<file path="config.mk">
export PLATFORM = sky130hd
export DESIGN_NAME = trbq_ctrl
export DESIGN_NICKNAME = d
export VERILOG_FILES = /design/src/rtl/trbq_pkg.sv /design/src/rtl/trbq_ctrl.sv
export SDC_FILE = /design/constraint.sdc
export NUM_CORES = 1
export LEC_CHECK = 0
export ABC_AREA = 1
export BUFFER_PORTS_ARGS = -buffer_cell sky130_fd_sc_hd__buf_2
export CORE_MARGIN = 1
export CORE_UTILIZATION = 55
export CTS_BUF_LIST = sky130_fd_sc_hd__clkbuf_8
export DETAILED_ROUTE_END_ITERATION = 8
export PLACE_DENSITY = 0.77
export SYNTH_ARGS = -nofsm -noshare
export SYNTH_HDL_FRONTEND = slang
export SYNTH_SLANG_ARGS = --single-unit
</file>
<file path="constraint.sdc">
create_clock -name aclk -period 12.75 [get_ports aclk]
set_input_delay 0 -clock aclk [delete_from_list [all_inputs] [get_ports aclk]]
set_output_delay 0 -clock aclk [all_outputs]
set_load 0.05 [all_outputs]
</file>
<file path="src/rtl/trbq_pkg.sv">
package trbq_pkg;

    localparam int DEPTH   = 2048;
    localparam int ADDR_W  = $clog2(DEPTH);
    localparam int CNT_W   = ADDR_W + 1;
    localparam int LEN_W   = 16;
    localparam int DROP_W  = 32;
    localparam int BYTE_W  = 8;

    typedef enum logic [1:0] {
        CMD_ENQUEUE = 2'd0,
        CMD_TX_DONE = 2'd1,
        CMD_READ    = 2'd2,
        CMD_RSVD    = 2'd3
    } cmd_t;

    typedef enum logic [2:0] {
        ST_STORED  = 3'd0,
        ST_DROPPED = 3'd1,
        ST_DISCARD = 3'd2,
        ST_INVALID = 3'd3,
        ST_DONE    = 3'd4
    } status_t;

    typedef struct packed {
        logic              we;
        logic [ADDR_W-1:0] waddr;
        logic [BYTE_W-1:0] wdata;
        logic              re;
        logic [ADDR_W-1:0] raddr;
    } trbq_ram_req_t;

    typedef struct packed {
        status_t           status;
        logic              burst_start;
        logic [ADDR_W-1:0] burst_offset;
        logic [CNT_W-1:0]  burst_length;
        logic [DROP_W-1:0] dropped_bytes;
        logic [ADDR_W-1:0] used_bytes;
        logic              is_read;
    } trbq_result_t;

endpackage

</file>
<file path="src/rtl/trbq_ctrl.sv">
module trbq_ctrl
    import trbq_pkg::*;
(
    input  logic                aclk,
    input  logic                aresetn,
    input  logic                cfg_write,
    input  logic                cfg_tx_enable,
    input  logic                accept,
    input  logic [1:0]          cmd,
    input  logic [BYTE_W-1:0]   data_byte,
    input  logic                first_of_message,
    input  logic [LEN_W-1:0]    message_length,
    input  logic [ADDR_W-1:0]   read_offset,
    output trbq_ram_req_t       ram_req,
    output trbq_result_t        result
);

    logic [ADDR_W-1:0] wr_idx_reg,  wr_idx_next;
    logic [ADDR_W-1:0] rd_idx_reg,  rd_idx_next;
    logic              busy_reg,    busy_next;
    logic [CNT_W-1:0]  size_reg,    size_next;
    logic [DROP_W-1:0] drop_reg,    drop_next;
    logic [LEN_W-1:0]  left_reg,    left_next;
    logic              discard_reg, discard_next;
    logic [ADDR_W-1:0] staged_reg,  staged_next;
    logic              tx_en_reg;

    logic [ADDR_W-1:0] used;
    logic [ADDR_W-1:0] free_space;
    logic [LEN_W-1:0]  left_dec;
    logic [LEN_W-1:0]  len_dec;
    logic              commit;
    logic [ADDR_W-1:0] commit_cnt;
    logic              retry;
    logic              start;
    status_t           status;

    always_comb begin
        wr_idx_next  = wr_idx_reg;
        rd_idx_next  = rd_idx_reg;
        busy_next    = busy_reg;
        size_next    = size_reg;
        drop_next    = drop_reg;
        left_next    = left_reg;
        discard_next = discard_reg;
        staged_next  = staged_reg;
        commit       = 1'b0;
        commit_cnt   = '0;
        retry        = 1'b0;
        start        = 1'b0;
        status       = ST_DONE;
        ram_req      = '0;
        used         = wr_idx_reg - rd_idx_reg;
        free_space   = ADDR_W'(DEPTH - 1) - used;
        left_dec     = left_reg - LEN_W'(1);
        len_dec      = message_length - LEN_W'(1);
        ram_req.wdata = data_byte;
        ram_req.raddr = rd_idx_reg + read_offset;

        if (accept) begin
            case (cmd_t'(cmd))
                CMD_ENQUEUE: begin
                    if (first_of_message) begin
                        staged_next  = '0;
                        left_next    = '0;
                        discard_next = 1'b0;
                        if (message_length == '0) begin
                            status = ST_INVALID;
                        end else if (32'(message_length) >= 32'(DEPTH) ||
                                     32'(message_length) > 32'(free_space)) begin
                            drop_next    = drop_reg + DROP_W'(message_length);
                            left_next    = len_dec;
                            discard_next = (len_dec != '0);
                            status       = ST_DROPPED;
                        end else begin
                            ram_req.we    = 1'b1;
                            ram_req.waddr = wr_idx_reg;
                            left_next     = len_dec;
                            staged_next   = ADDR_W'(1);
                            status        = ST_STORED;
                            if (len_dec == '0) begin
                                commit     = 1'b1;
                                commit_cnt = ADDR_W'(1);
                            end
                        end
                    end else if (left_reg == '0) begin
                        status = ST_INVALID;
                    end else if (discard_reg) begin
                        left_next    = left_dec;
                        discard_next = (left_dec != '0);
                        status       = ST_DISCARD;
                    end else begin
                        ram_req.we    = 1'b1;
                        ram_req.waddr = wr_idx_reg + staged_reg;
                        left_next     = left_dec;
                        staged_next   = staged_reg + ADDR_W'(1);
                        status        = ST_STORED;
                        if (left_dec == '0) begin
                            commit     = 1'b1;
                            commit_cnt = staged_reg + ADDR_W'(1);
                        end
                    end
                end
                CMD_TX_DONE: begin
                    if (busy_reg) begin
                        rd_idx_next = rd_idx_reg + size_reg[ADDR_W-1:0];
                        busy_next   = 1'b0;
                        size_next   = '0;
                        retry       = 1'b1;
                    end
                end
                CMD_READ: begin
                    ram_req.re = 1'b1;
                end
                default: begin
                    status = ST_INVALID;
                end
            endcase

            if (commit) begin
                wr_idx_next = wr_idx_reg + commit_cnt;
                staged_next = '0;
                retry       = 1'b1;
            end

            if (retry && tx_en_reg && !busy_next && rd_idx_next != wr_idx_next) begin
                start     = 1'b1;
                busy_next = 1'b1;
                if (wr_idx_next > rd_idx_next) begin
                    size_next = CNT_W'(wr_idx_next - rd_idx_next);
                end else begin
                    size_next = CNT_W'(DEPTH) - CNT_W'(rd_idx_next);
                end
            end
        end

        result.status        = status;
        result.burst_start   = start;
        result.burst_offset  = rd_idx_next;
        result.burst_length  = busy_next ? size_next : '0;
        result.dropped_bytes = drop_next;
        result.used_bytes    = wr_idx_next - rd_idx_next;
        result.is_read       = accept && (cmd_t'(cmd) == CMD_READ);
    end

    always_ff @(posedge aclk) begin
        if (!aresetn) begin
            wr_idx_reg  <= '0;
            rd_idx_reg  <= '0;
            busy_reg    <= 1'b0;
            size_reg    <= '0;
            drop_reg    <= '0;
            left_reg    <= '0;
            discard_reg <= 1'b0;
            staged_reg  <= '0;
            tx_en_reg   <= 1'b0;
        end else begin
            wr_idx_reg  <= wr_idx_next;
            rd_idx_reg  <= rd_idx_next;
            busy_reg    <= busy_next;
            size_reg    <= size_next;
            drop_reg    <= drop_next;
            left_reg    <= left_next;
            discard_reg <= discard_next;
            staged_reg  <= staged_next;
            if (cfg_write) begin
                tx_en_reg <= cfg_tx_enable;
            end
        end
    end

endmodule

</file>
Word-level counts from Yosys, hierarchy flattened
Index checks and enable logic that the tools add are counted.

word-level totals
  flip-flop bits (word level) = 96
  bits in latches = 0
  memory bits (writable) = 0
  bits in read-only memories = 0
  input port bits = 43
  output and inout port bits = 103
  logic and storage cells = 125
  memories kept = 0

operators by class
  add/subtract/negate cells = 13
  multipliers = 0
  divide/modulo/power cells = 0
  magnitude comparators = 3
  equality and inequality tests = 6
  shift operators = 0
  mux-type cells = 77
  bitwise logic cells = 0
  reduce and logical (&&, ||, !) cells = 17

operators with widths
  kind                                                   number
  2-to-1 mux 11 bit                                      18
  2-to-1 mux 32 bit                                      5
  2-to-1 mux 12 bit                                      13
  logical NOT 16 bit                                     4
  2-to-1 mux 16 bit                                      3
  adder 11 bit                                           4
  adder 32 x 16 -> 32 bit                                1
  2-to-1 mux 1 bit                                       32
  nonzero test 16 bit                                    2
  subtractor 16 x 1 -> 16 bit, second input constant     2
  subtractor 11 bit                                      2
  >= comparator 16 x 12 -> 1 bit, second input constant  1
  greater-than comparator 16 x 11 -> 1 bit               1
  subtractor 11 x 11 -> 12 bit                           1
  subtractor 12 x 11 -> 12 bit, first input constant     1
  adder 11 x 1 -> 11 bit, second input constant          1
  greater-than comparator 11 bit                         1
  != test 11 bit                                         1
  subtractor 11 bit, first input constant                1
  2-to-1 mux 2 bit                                       3
  2-to-1 mux 3 bit                                       2
  != test 3 x 2 -> 1 bit, second input constant          2
  case mux 3 bit (2 select lines)                        1
  logical AND 1 bit                                      4
  other kinds (10)                                       10

Longest topological paths before layout
Gate-level depths: netlist of the first run.

  depth in word-level cells = 17
  gate-level depth with buffers = 48
  mapped depth without buffers = 47

Worst setup path before layout of the first run
No wires, ideal clock.

  path kind = reg-to-output
  start = register wr_idx_reg[0]
  end = output port result[44] (netlist bit)
  arrival time = 6905 ps
  required time = 12750 ps
  setup slack = 5845 ps
  cell stages (with the launch flop) = 42
  path buffers = 2
  cells stage by stage = dfxtp_1 -> inv_1 -> ha_1 -> inv_1 -> fa_1 -> o21ai_0 -> a21oi_1 -> o21bai_1 -> a21oi_1 -> o21ai_0 -> a21o_1 -> a21oi_1 -> xor2_1 -> ha_1 -> nand2_1 -> nor3_2 -> nand2_1 -> nand2_1 -> (+6 left out) -> ha_1 -> fa_1 -> a21oi_1 -> nor2_1 -> nor2_1 -> xor2_1 -> o21ai_2 -> ha_1 -> nand2_1 -> nor2_1 -> nor3b_1 -> nand2_1 -> nand3_1 -> nand2_1 -> clkbuf_1 -> o21ai_0 -> nand2_1 -> a21oi_1

RTL lines
  element                 RTL line          source
  start, declared         trbq_ctrl.sv:18   logic [ADDR_W-1:0] wr_idx_reg, wr_idx_next;
  start signal, assigned  trbq_ctrl.sv:158  wr_idx_reg <= wr_idx_next;
  end, declared           trbq_ctrl.sv:15   output trbq_result_t result

==> results of run 1 <==
[cells by family (layout without fill, tap and decap cells)]
group	count (synthesis)	in the layout
simple gates	816	816
compound gates	320	320
buf+inv	295	396
fa+ha+maj	116	116
flops	96	96
xor+xnor	77	77
mux	1	1
other cells	0	1
[power breakdown]
group / leakage, nW / internal (W) / total [W] / switching [W]
Combinational: 5.04 / 0.0000631 / 0.000218 / 0.000155
Sequential: 0.777 / 0.000306 / 0.000314 / 0.00000744
Clock: 0.101 / 0.0000913 / 0.000215 / 0.000124
[cell type report]
type	count	area [um2]	share of cell area, %
timing repair buffer	139	728	6.19
tap	265	332	2.82
sequential	96	1920	16.3
clock buffer	9	124	1.05
clock inverter	6	68.8	0.585
antenna	1	2.50	0.0213
inverter	242	910	7.73
multi-input combinational	1330	7680	65.3
[cell usage in the layout, fill, tap and decap left out, types with 46 or more instances in the layout]
master   Yosys  final
buf_2        4    129
ha_1       108    108
xor2_1      46     46
nand3_1    112    112
o21ai_0     61     61
inv_1      236    237
nor2_1     150    150
nand2_1    423    423
a21oi_1    147    147
dfxtp_1     96     96
[per-layer routing]
layer	vias to the layer above	wire, um	track usage (%)
met3	76	2590	5.42
li1	5852	-	-
met4	0	1230	13.1
met2	488	14000	50.9
met5	-	0	0
met1	5198	14600	43.8
[path summary, 6_finish.rpt]
kind	endpoint	depth (start not counted)	slack (ns)
worst max-delay path	result[53]	46	4.48
worst min-delay path	ram_req[14]	0	0.00002
worst max register to register	size_reg[9]	45	5.05
worst min register to register	staged_reg[10]	2	0.51
[worst register-to-register path: cells and delay by family, from the launching register on]
family / cells / cell delay [ns]
AOI/OAI and AO/OA: 16 / 2.65
and+or+nand+nor: 19 / 2.47
adders and majority gates: 5 / 1.37
buffers and inverters: 3 / 0.49
DFF: 1 / 0.37
xor gates and xnor gates: 2 / 0.29
[per-stage QoR]
stage / util [%] / setup WS [ns]
after floorplan: - / 5.85
after global placement: 59.5 / 5.41
after detailed placement: 59.5 / 5.08
after CTS: 60.6 / 4.60
after global routing: 60.6 / 3.65
final: 60.6 / 4.48
[timing repair]
item | 4_1_cts | 5_1_grt
hold buffers | 3 | 0
setup endpoints to repair | 0 | 0
endpoints found under the hold margin | 9 | 0
==> flow_summary_export.csv, run 1 <==
group,metric,value,unit
power,powerDensity,63.5,nW/um2
yosys,async_flop_share,0,%
route,drc,0,
layout,fillCellCount,1919,
route,wl,32500,um
clock_tree,htree_levels,3,
placement,gp_congestion,0.982,
setup_path,worst_path_largest_cell_delay,0.39,ns
yosys,synth_common_cells,"nand2_1 (423), inv_1 (236), nor2_1 (150), a21oi_1 (147), nand3_1 (112)",
yosys,netlist.top_cell.by_area,"dfxtp_1",
clock_tree,cts_max_path_buffers,2,
placement,portBuffers,129,
clock_tree,cts_tree,"yes",
yosys,seq_area_frac_synth,17.7,%
setup_path,crit_path_max_fanout,17,
clock_tree,cts.clk_slew.worst_paths,0.10,ns
sta,maxSlewViolCount,0,
die,design.core.area,19400,um2
yosys,synth_top_family_by_area,"simple AND/OR/NAND/NOR gates",
setup_path,critPathLaunchType,"register",
global_route,grt_usage,32.4,%
setup_path,cp-end-kind,"output port",
yosys,synth_fp_nets,1880,
yosys,netlist_area,10900,um2
sta,worst_pin_slew,1.08,ns
clock_tree,postCtsSetupBuffers,0,
route,firstDrtPassIters,8,
die,die_area,20300,um2
yosys,synth_edf_count,0,
route,vias,11600,
sta,rsz0062_at_grt,"no",
placement,hpwl,25200,um
yosys,synth_area_leaders,"dfxtp_1 (18%), nand2_1 (15%), ha_1 (12%), inv_1 (8.2%), a21oi_1 (6.8%)",
clock_tree,cts_resized,0,
setup_path,r2r-start,"wr_idx_reg[0]",
global_route,overflow,0,
global_route,grt_start_max_net_pins,68,
clock_tree,cts_buffers,9,
route,drtIter0Drc,1053,
layout,largest_reg_flops,32,
setup_path,critPathBufInv,4,
setup_path,path_class,"register to output port",
die,rows,51,
route,drtAntennaViolNets,0,
clock_tree,clock_sinks,96,
sta,clock.fmax,0.121,GHz
setup_path,cp-startpoint,"wr_idx_reg[0]",
layout,final_area,11800,um2
setup_path,worst_path_dominant_cell_family,"compound AO/OA/AOI/OAI gates",
sta,hold_slack,0.0000193,ns
yosys,synthCells,1721,
min_path,hold_start,"data_byte[2]",
yosys,yosys.area_share.simple,33.2,%
setup_path,required,12.75,ns
placement,place_inst,2069,
die,die_h,142,um
clock_tree,clk_latency,0.40,ns
global_route,grt_pass1_wl,51800,um
route,via_per_inst,5.56,
layout,nets,1977,
sta,fin_skew,0.0147,ns
yosys,yosysWarnings,0,
sta,finalCritPeriodShare,64.9,%
power,p_total,0.000747,W
yosys,synth_seq_cells,96,
yosys,synth_mux_area_share,0.0923,%
placement,dpl-instance-area,11500,um2
layout,final_cells,2088,
layout,drive_gt1_share,12.7,%
yosys,synthDistinctLibCells,57,
die,start_util,55.9,%
power,p_leak,5.92,nW
clock_tree,cts_root_buf,"clkbuf_8",
yosys,synthAdderAreaFrac,13.9,%
die,ios,146,
die,die_w,142,um
min_path,hold_path_class,"input port to output port",
yosys,postSynthAreaPerCell,6.30,um2
yosys,synth_ff_type,"dfxtp_1",
setup_path,slowest_stage,"fa_1",
sta,fin_crit,8.27,ns
yosys,synth_xor_area_share,6.22,%
yosys,synth_top_cell_area_share,17.7,%
power,irDropWorstVdd,0.0414,mV
route,avgRoutedWirePerCell,15.6,um
yosys,synthMostInstantiatedCell,"nand2_1",
job,maxCapViolations,0,
status,status,"finished, final reports clean",
sta,finalHoldViolations,0,
sta,setup_violations,0,
sta,max_slew_margin,27.7,%
global_route,grt_pass1_vias,10500,
yosys,synth-compound-area-share,17.4,%
sta,setup_tns,0,ns
layout,syn_to_final_growth,8.43,%
setup_path,arrival,8.27,ns
global_route,grt_antenna_before_repair,0,
No activity file was read; power rests on OpenSTA's default activity.
==> run 2, diff against run 1 <==
Settings changed: ABC_AREA 1 to 0.
Clock period 12.75 ns to 8.33 ns, I/O delays scaled along.
==> run 2 against run 1 <==
Against the previous run: critical endpoint unchanged; first-iteration DRC count up 4.6%; sequential share of layout area down 0.11 points; die area down 1.2%; combinational power up 14%; synthesized area down 1.3%; total power up 38%; worst hold slack about the same; wire length down 1.3%; count of clock-buffer cells in the layout up 1; final area up 0.83%; non-clock buffer count up 11.
==> flow_summary_export.csv, run 2 <==
group,metric,value,unit
status,status,"finished, final reports clean",
layout,final_area,11900,um2
sta,fin_skew,0.0221,ns
global_route,grt_pass1_wl,50600,um
yosys,synthMostInstantiatedCell,"nand2_1",
power,powerDensity,87.0,nW/um2
yosys,synthCells,1441,
yosys,synth_area_leaders,"dfxtp_1 (18%), ha_1 (13%), a21oi_1 (4.9%), xnor2_1 (4.7%), nand2_1 (4.3%)",
placement,portBuffers,129,
placement,hpwl,24200,um
yosys,postSynthAreaPerCell,7.44,um2
sta,rsz0062_at_grt,"yes",
yosys,synth_fp_nets,1600,
global_route,grt_antenna_before_repair,0,
yosys,netlist.top_cell.by_area,"dfxtp_1",
power,p_total,0.00103,W
sta,setup_tns,0,ns
yosys,synthDistinctLibCells,84,
setup_path,arrival,8.04,ns
setup_path,cp-end-kind,"output port",
setup_path,r2r-start,"wr_idx_reg[0]",
route,wl,32100,um
sta,fin_crit,8.04,ns
global_route,overflow,0,
die,die_w,142,um
clock_tree,cts.clk_slew.worst_paths,0.10,ns
route,drtIter0Drc,1101,
global_route,grt_pass1_vias,9951,
yosys,synth_edf_count,0,
power,power.switching,0.000366,W
layout,largest_reg_flops,32,
route,vias,11200,
min_path,hold_path_class,"input port to output port",
power,p_sw_share,35.5,%
min_path,worstHoldEndpoint,"ram_req[13]",
global_route,grt_start_max_net_pins,51,
sta,maxSlewViolCount,0,
layout,layout_commonest_cell,"nand2_1",
setup_path,worst_path_most_repeated_cell,"ha_1",
setup_path,critPathLaunchType,"register",
die,design.core.area,18900,um2
power,comb_power_share,24.1,%
clock_tree,cts_tree,"yes",
yosys,synth_ff_type,"dfxtp_1",
setup_path,worst_path_largest_cell_delay,0.40,ns
setup_path,critPathBufInv,4,
route,drc,0,
setup_path,reg2reg_to,"size_reg[11]",
layout,antenna_cells,0,
power,p_seq_share,46.0,%
clock_tree,cts_root_buf,"clkbuf_8",
setup_path,rrSetupSlack,0.71,ns
setup_path,required,8.33,ns
layout,layout_common_cells,"nand2_1 (124), buf_2 (120), nor2_1 (119), ha_1 (106), a21oi_1 (99)",
placement,dpl-instance-area,11400,um2
sta,hold_slack,0.0000193,ns
setup_path,worst_path_dominant_cell_family,"compound AO/OA/AOI/OAI gates",
die,rows,50,
yosys,yosysWarnings,0,
setup_path,r2r_cells,39,
job,maxCapViolations,0,
sta,setup_violations,0,
yosys,synth_seq_cells,96,
global_route,grt_usage,31.6,%
power,internal-power,0.000666,W
yosys,synth_common_cells,"nand2_1 (124), nor2_1 (120), ha_1 (108), a21oi_1 (104), dfxtp_1 (96)",
route,via_per_inst,6.27,
yosys,seq_area_frac_synth,17.9,%
yosys,async_flop_share,0,%
route,avgRoutedWirePerCell,17.9,um
route,drtAntennaViolNets,0,
clock_tree,cts_buffers,9,
sta,worst_pin_slew,1.15,ns
layout,syn_to_final_growth,10.7,%
setup_path,slowest_stage,"fa_1",
sta,finalCritPeriodShare,96.5,%
min_path,hold_start,"data_byte[1]",
route,firstDrtPassIters,5,
sta,clock.fmax,0.124,GHz
clock_tree,htree_levels,3,
power,p_leak,5.28,nW
sta,finalHoldViolations,0,
min_path,worst_hold_path.num_cells,0,
layout,nets,1686,
clock_tree,clk_latency,0.40,ns
die,die_h,142,um
die,start_util,56.7,%
placement,gp_congestion,0.975,
setup_path,path_class,"register to output port",
clock_tree,cts_max_path_buffers,2,
clock_tree,clock_sinks,96,
die,ios,146,
setup_path,crit_path_max_fanout,8,
power,clockPowerShare,29.9,%
sta,max_slew_margin,22.9,%
power,irDropWorstVdd,0.0758,mV
layout,drive_gt1_share,14.9,%
die,die_area,20000,um2
yosys,netlist_area,10700,um2
yosys,synth_top_cell_area_share,17.9,%
-- run 2: cell types whose count changed after synthesis, sizes merged, moves of 17 or more --
cell,delta
nand2,-310
inv,-158
nand3,-71
a21oi,-54
nor2,-50
and2,+49
xnor2,+26
a21o,+23
clkbuf,+21
or3,+17
-- run 2: worst max path at each step --
stage                              from         end  slack (ns)  cells past startpoint
after CTS                 wr_idx_reg[0]  result[49]       0.007                     40
after detailed placement  wr_idx_reg[0]  result[47]       -0.09                     38
final                     wr_idx_reg[0]  result[53]        0.29                     39
after global placement    wr_idx_reg[0]  result[47]        0.20                     38
after global routing      wr_idx_reg[0]  result[47]       -0.07                     39
after floorplan           rd_idx_reg[0]  result[53]        0.19                     37
-- run 2: area by class of cell --
type / instances / area (um2)
multi-input cells: 1188 / 8280
fillers: 1746 / 7030
clock inverters: 6 / 43.8
flip-flops and latches: 96 / 1920
clock buffers: 10 / 138
repair buffers: 150 / 838
well taps: 260 / 325
inverters: 82 / 312
-- run 2: metal layers --
metal | vias to the layer above | routed length [um] | GRT usage [%]
met1 | 5215 | 14400 | 44.0
met5 | - | 0 | 0
met2 | 536 | 14000 | 49.2
met4 | 0 | 609 | 10.2
met3 | 50 | 3020 | 5.43
li1 | 5440 | - | -
-- run 2: worst register-to-register path, delay by kind of cell (launching register included) --
family	cells	cell delay (ns)
DFF	1	0.36
xor gates and xnor gates	2	0.37
AOI/OAI and AO/OA	15	2.49
and+or+nand+nor	12	2.09
buffers and inverters	4	0.48
adders and majority gates	6	1.76
-- run 2: cell families after synthesis --
logic type	Yosys count	share of synthesized area, %
buffers and inverters	158	6.08
DFF	96	17.9
xor gates and xnor gates	99	8.09
adders and majority gates	116	14.1
muxes	22	2.17
and+or+nand+nor	551	27.1
AOI/OAI and AO/OA	399	24.5
-- run 2: power by group through the flow --
stage / registers [W] / clock network (W) / logic, W
4_1_cts: 0.000474 / 0.000315 / 0.000242
2_1_floorplan: 0.000481 / 0 / 0.000190
6_report: 0.000475 / 0.000308 / 0.000249
3_5_place_dp: 0.000485 / 0 / 0.000239
5_1_grt: 0.000476 / 0.000332 / 0.000269
3_3_place_gp: 0.000485 / 0 / 0.000237
-- run 2: through the flow --
step                      instances  worst slack (ns)  utilization (%)
after global placement         1766             0.202             60.5
after detailed placement       1766           -0.0950             60.5
after floorplan                1441             0.194                -
final                          1792             0.288             62.8
after global routing           1792           -0.0695             62.8
after CTS                      1785           0.00676             61.8
-- run 2: what timing repair did --
| item | CTS | global route |
|---|---|---|
| hold buffers | 2 | 0 |
| endpoints found under the setup margin | 10 | 20 |
| hold endpoints to repair | 1 | 0 |
| pin swaps | 1 | 17 |
| buffers inserted | 1 | 6 |
| gates resized for setup | 8 | 46 |
| gates cloned | 0 | 1 |
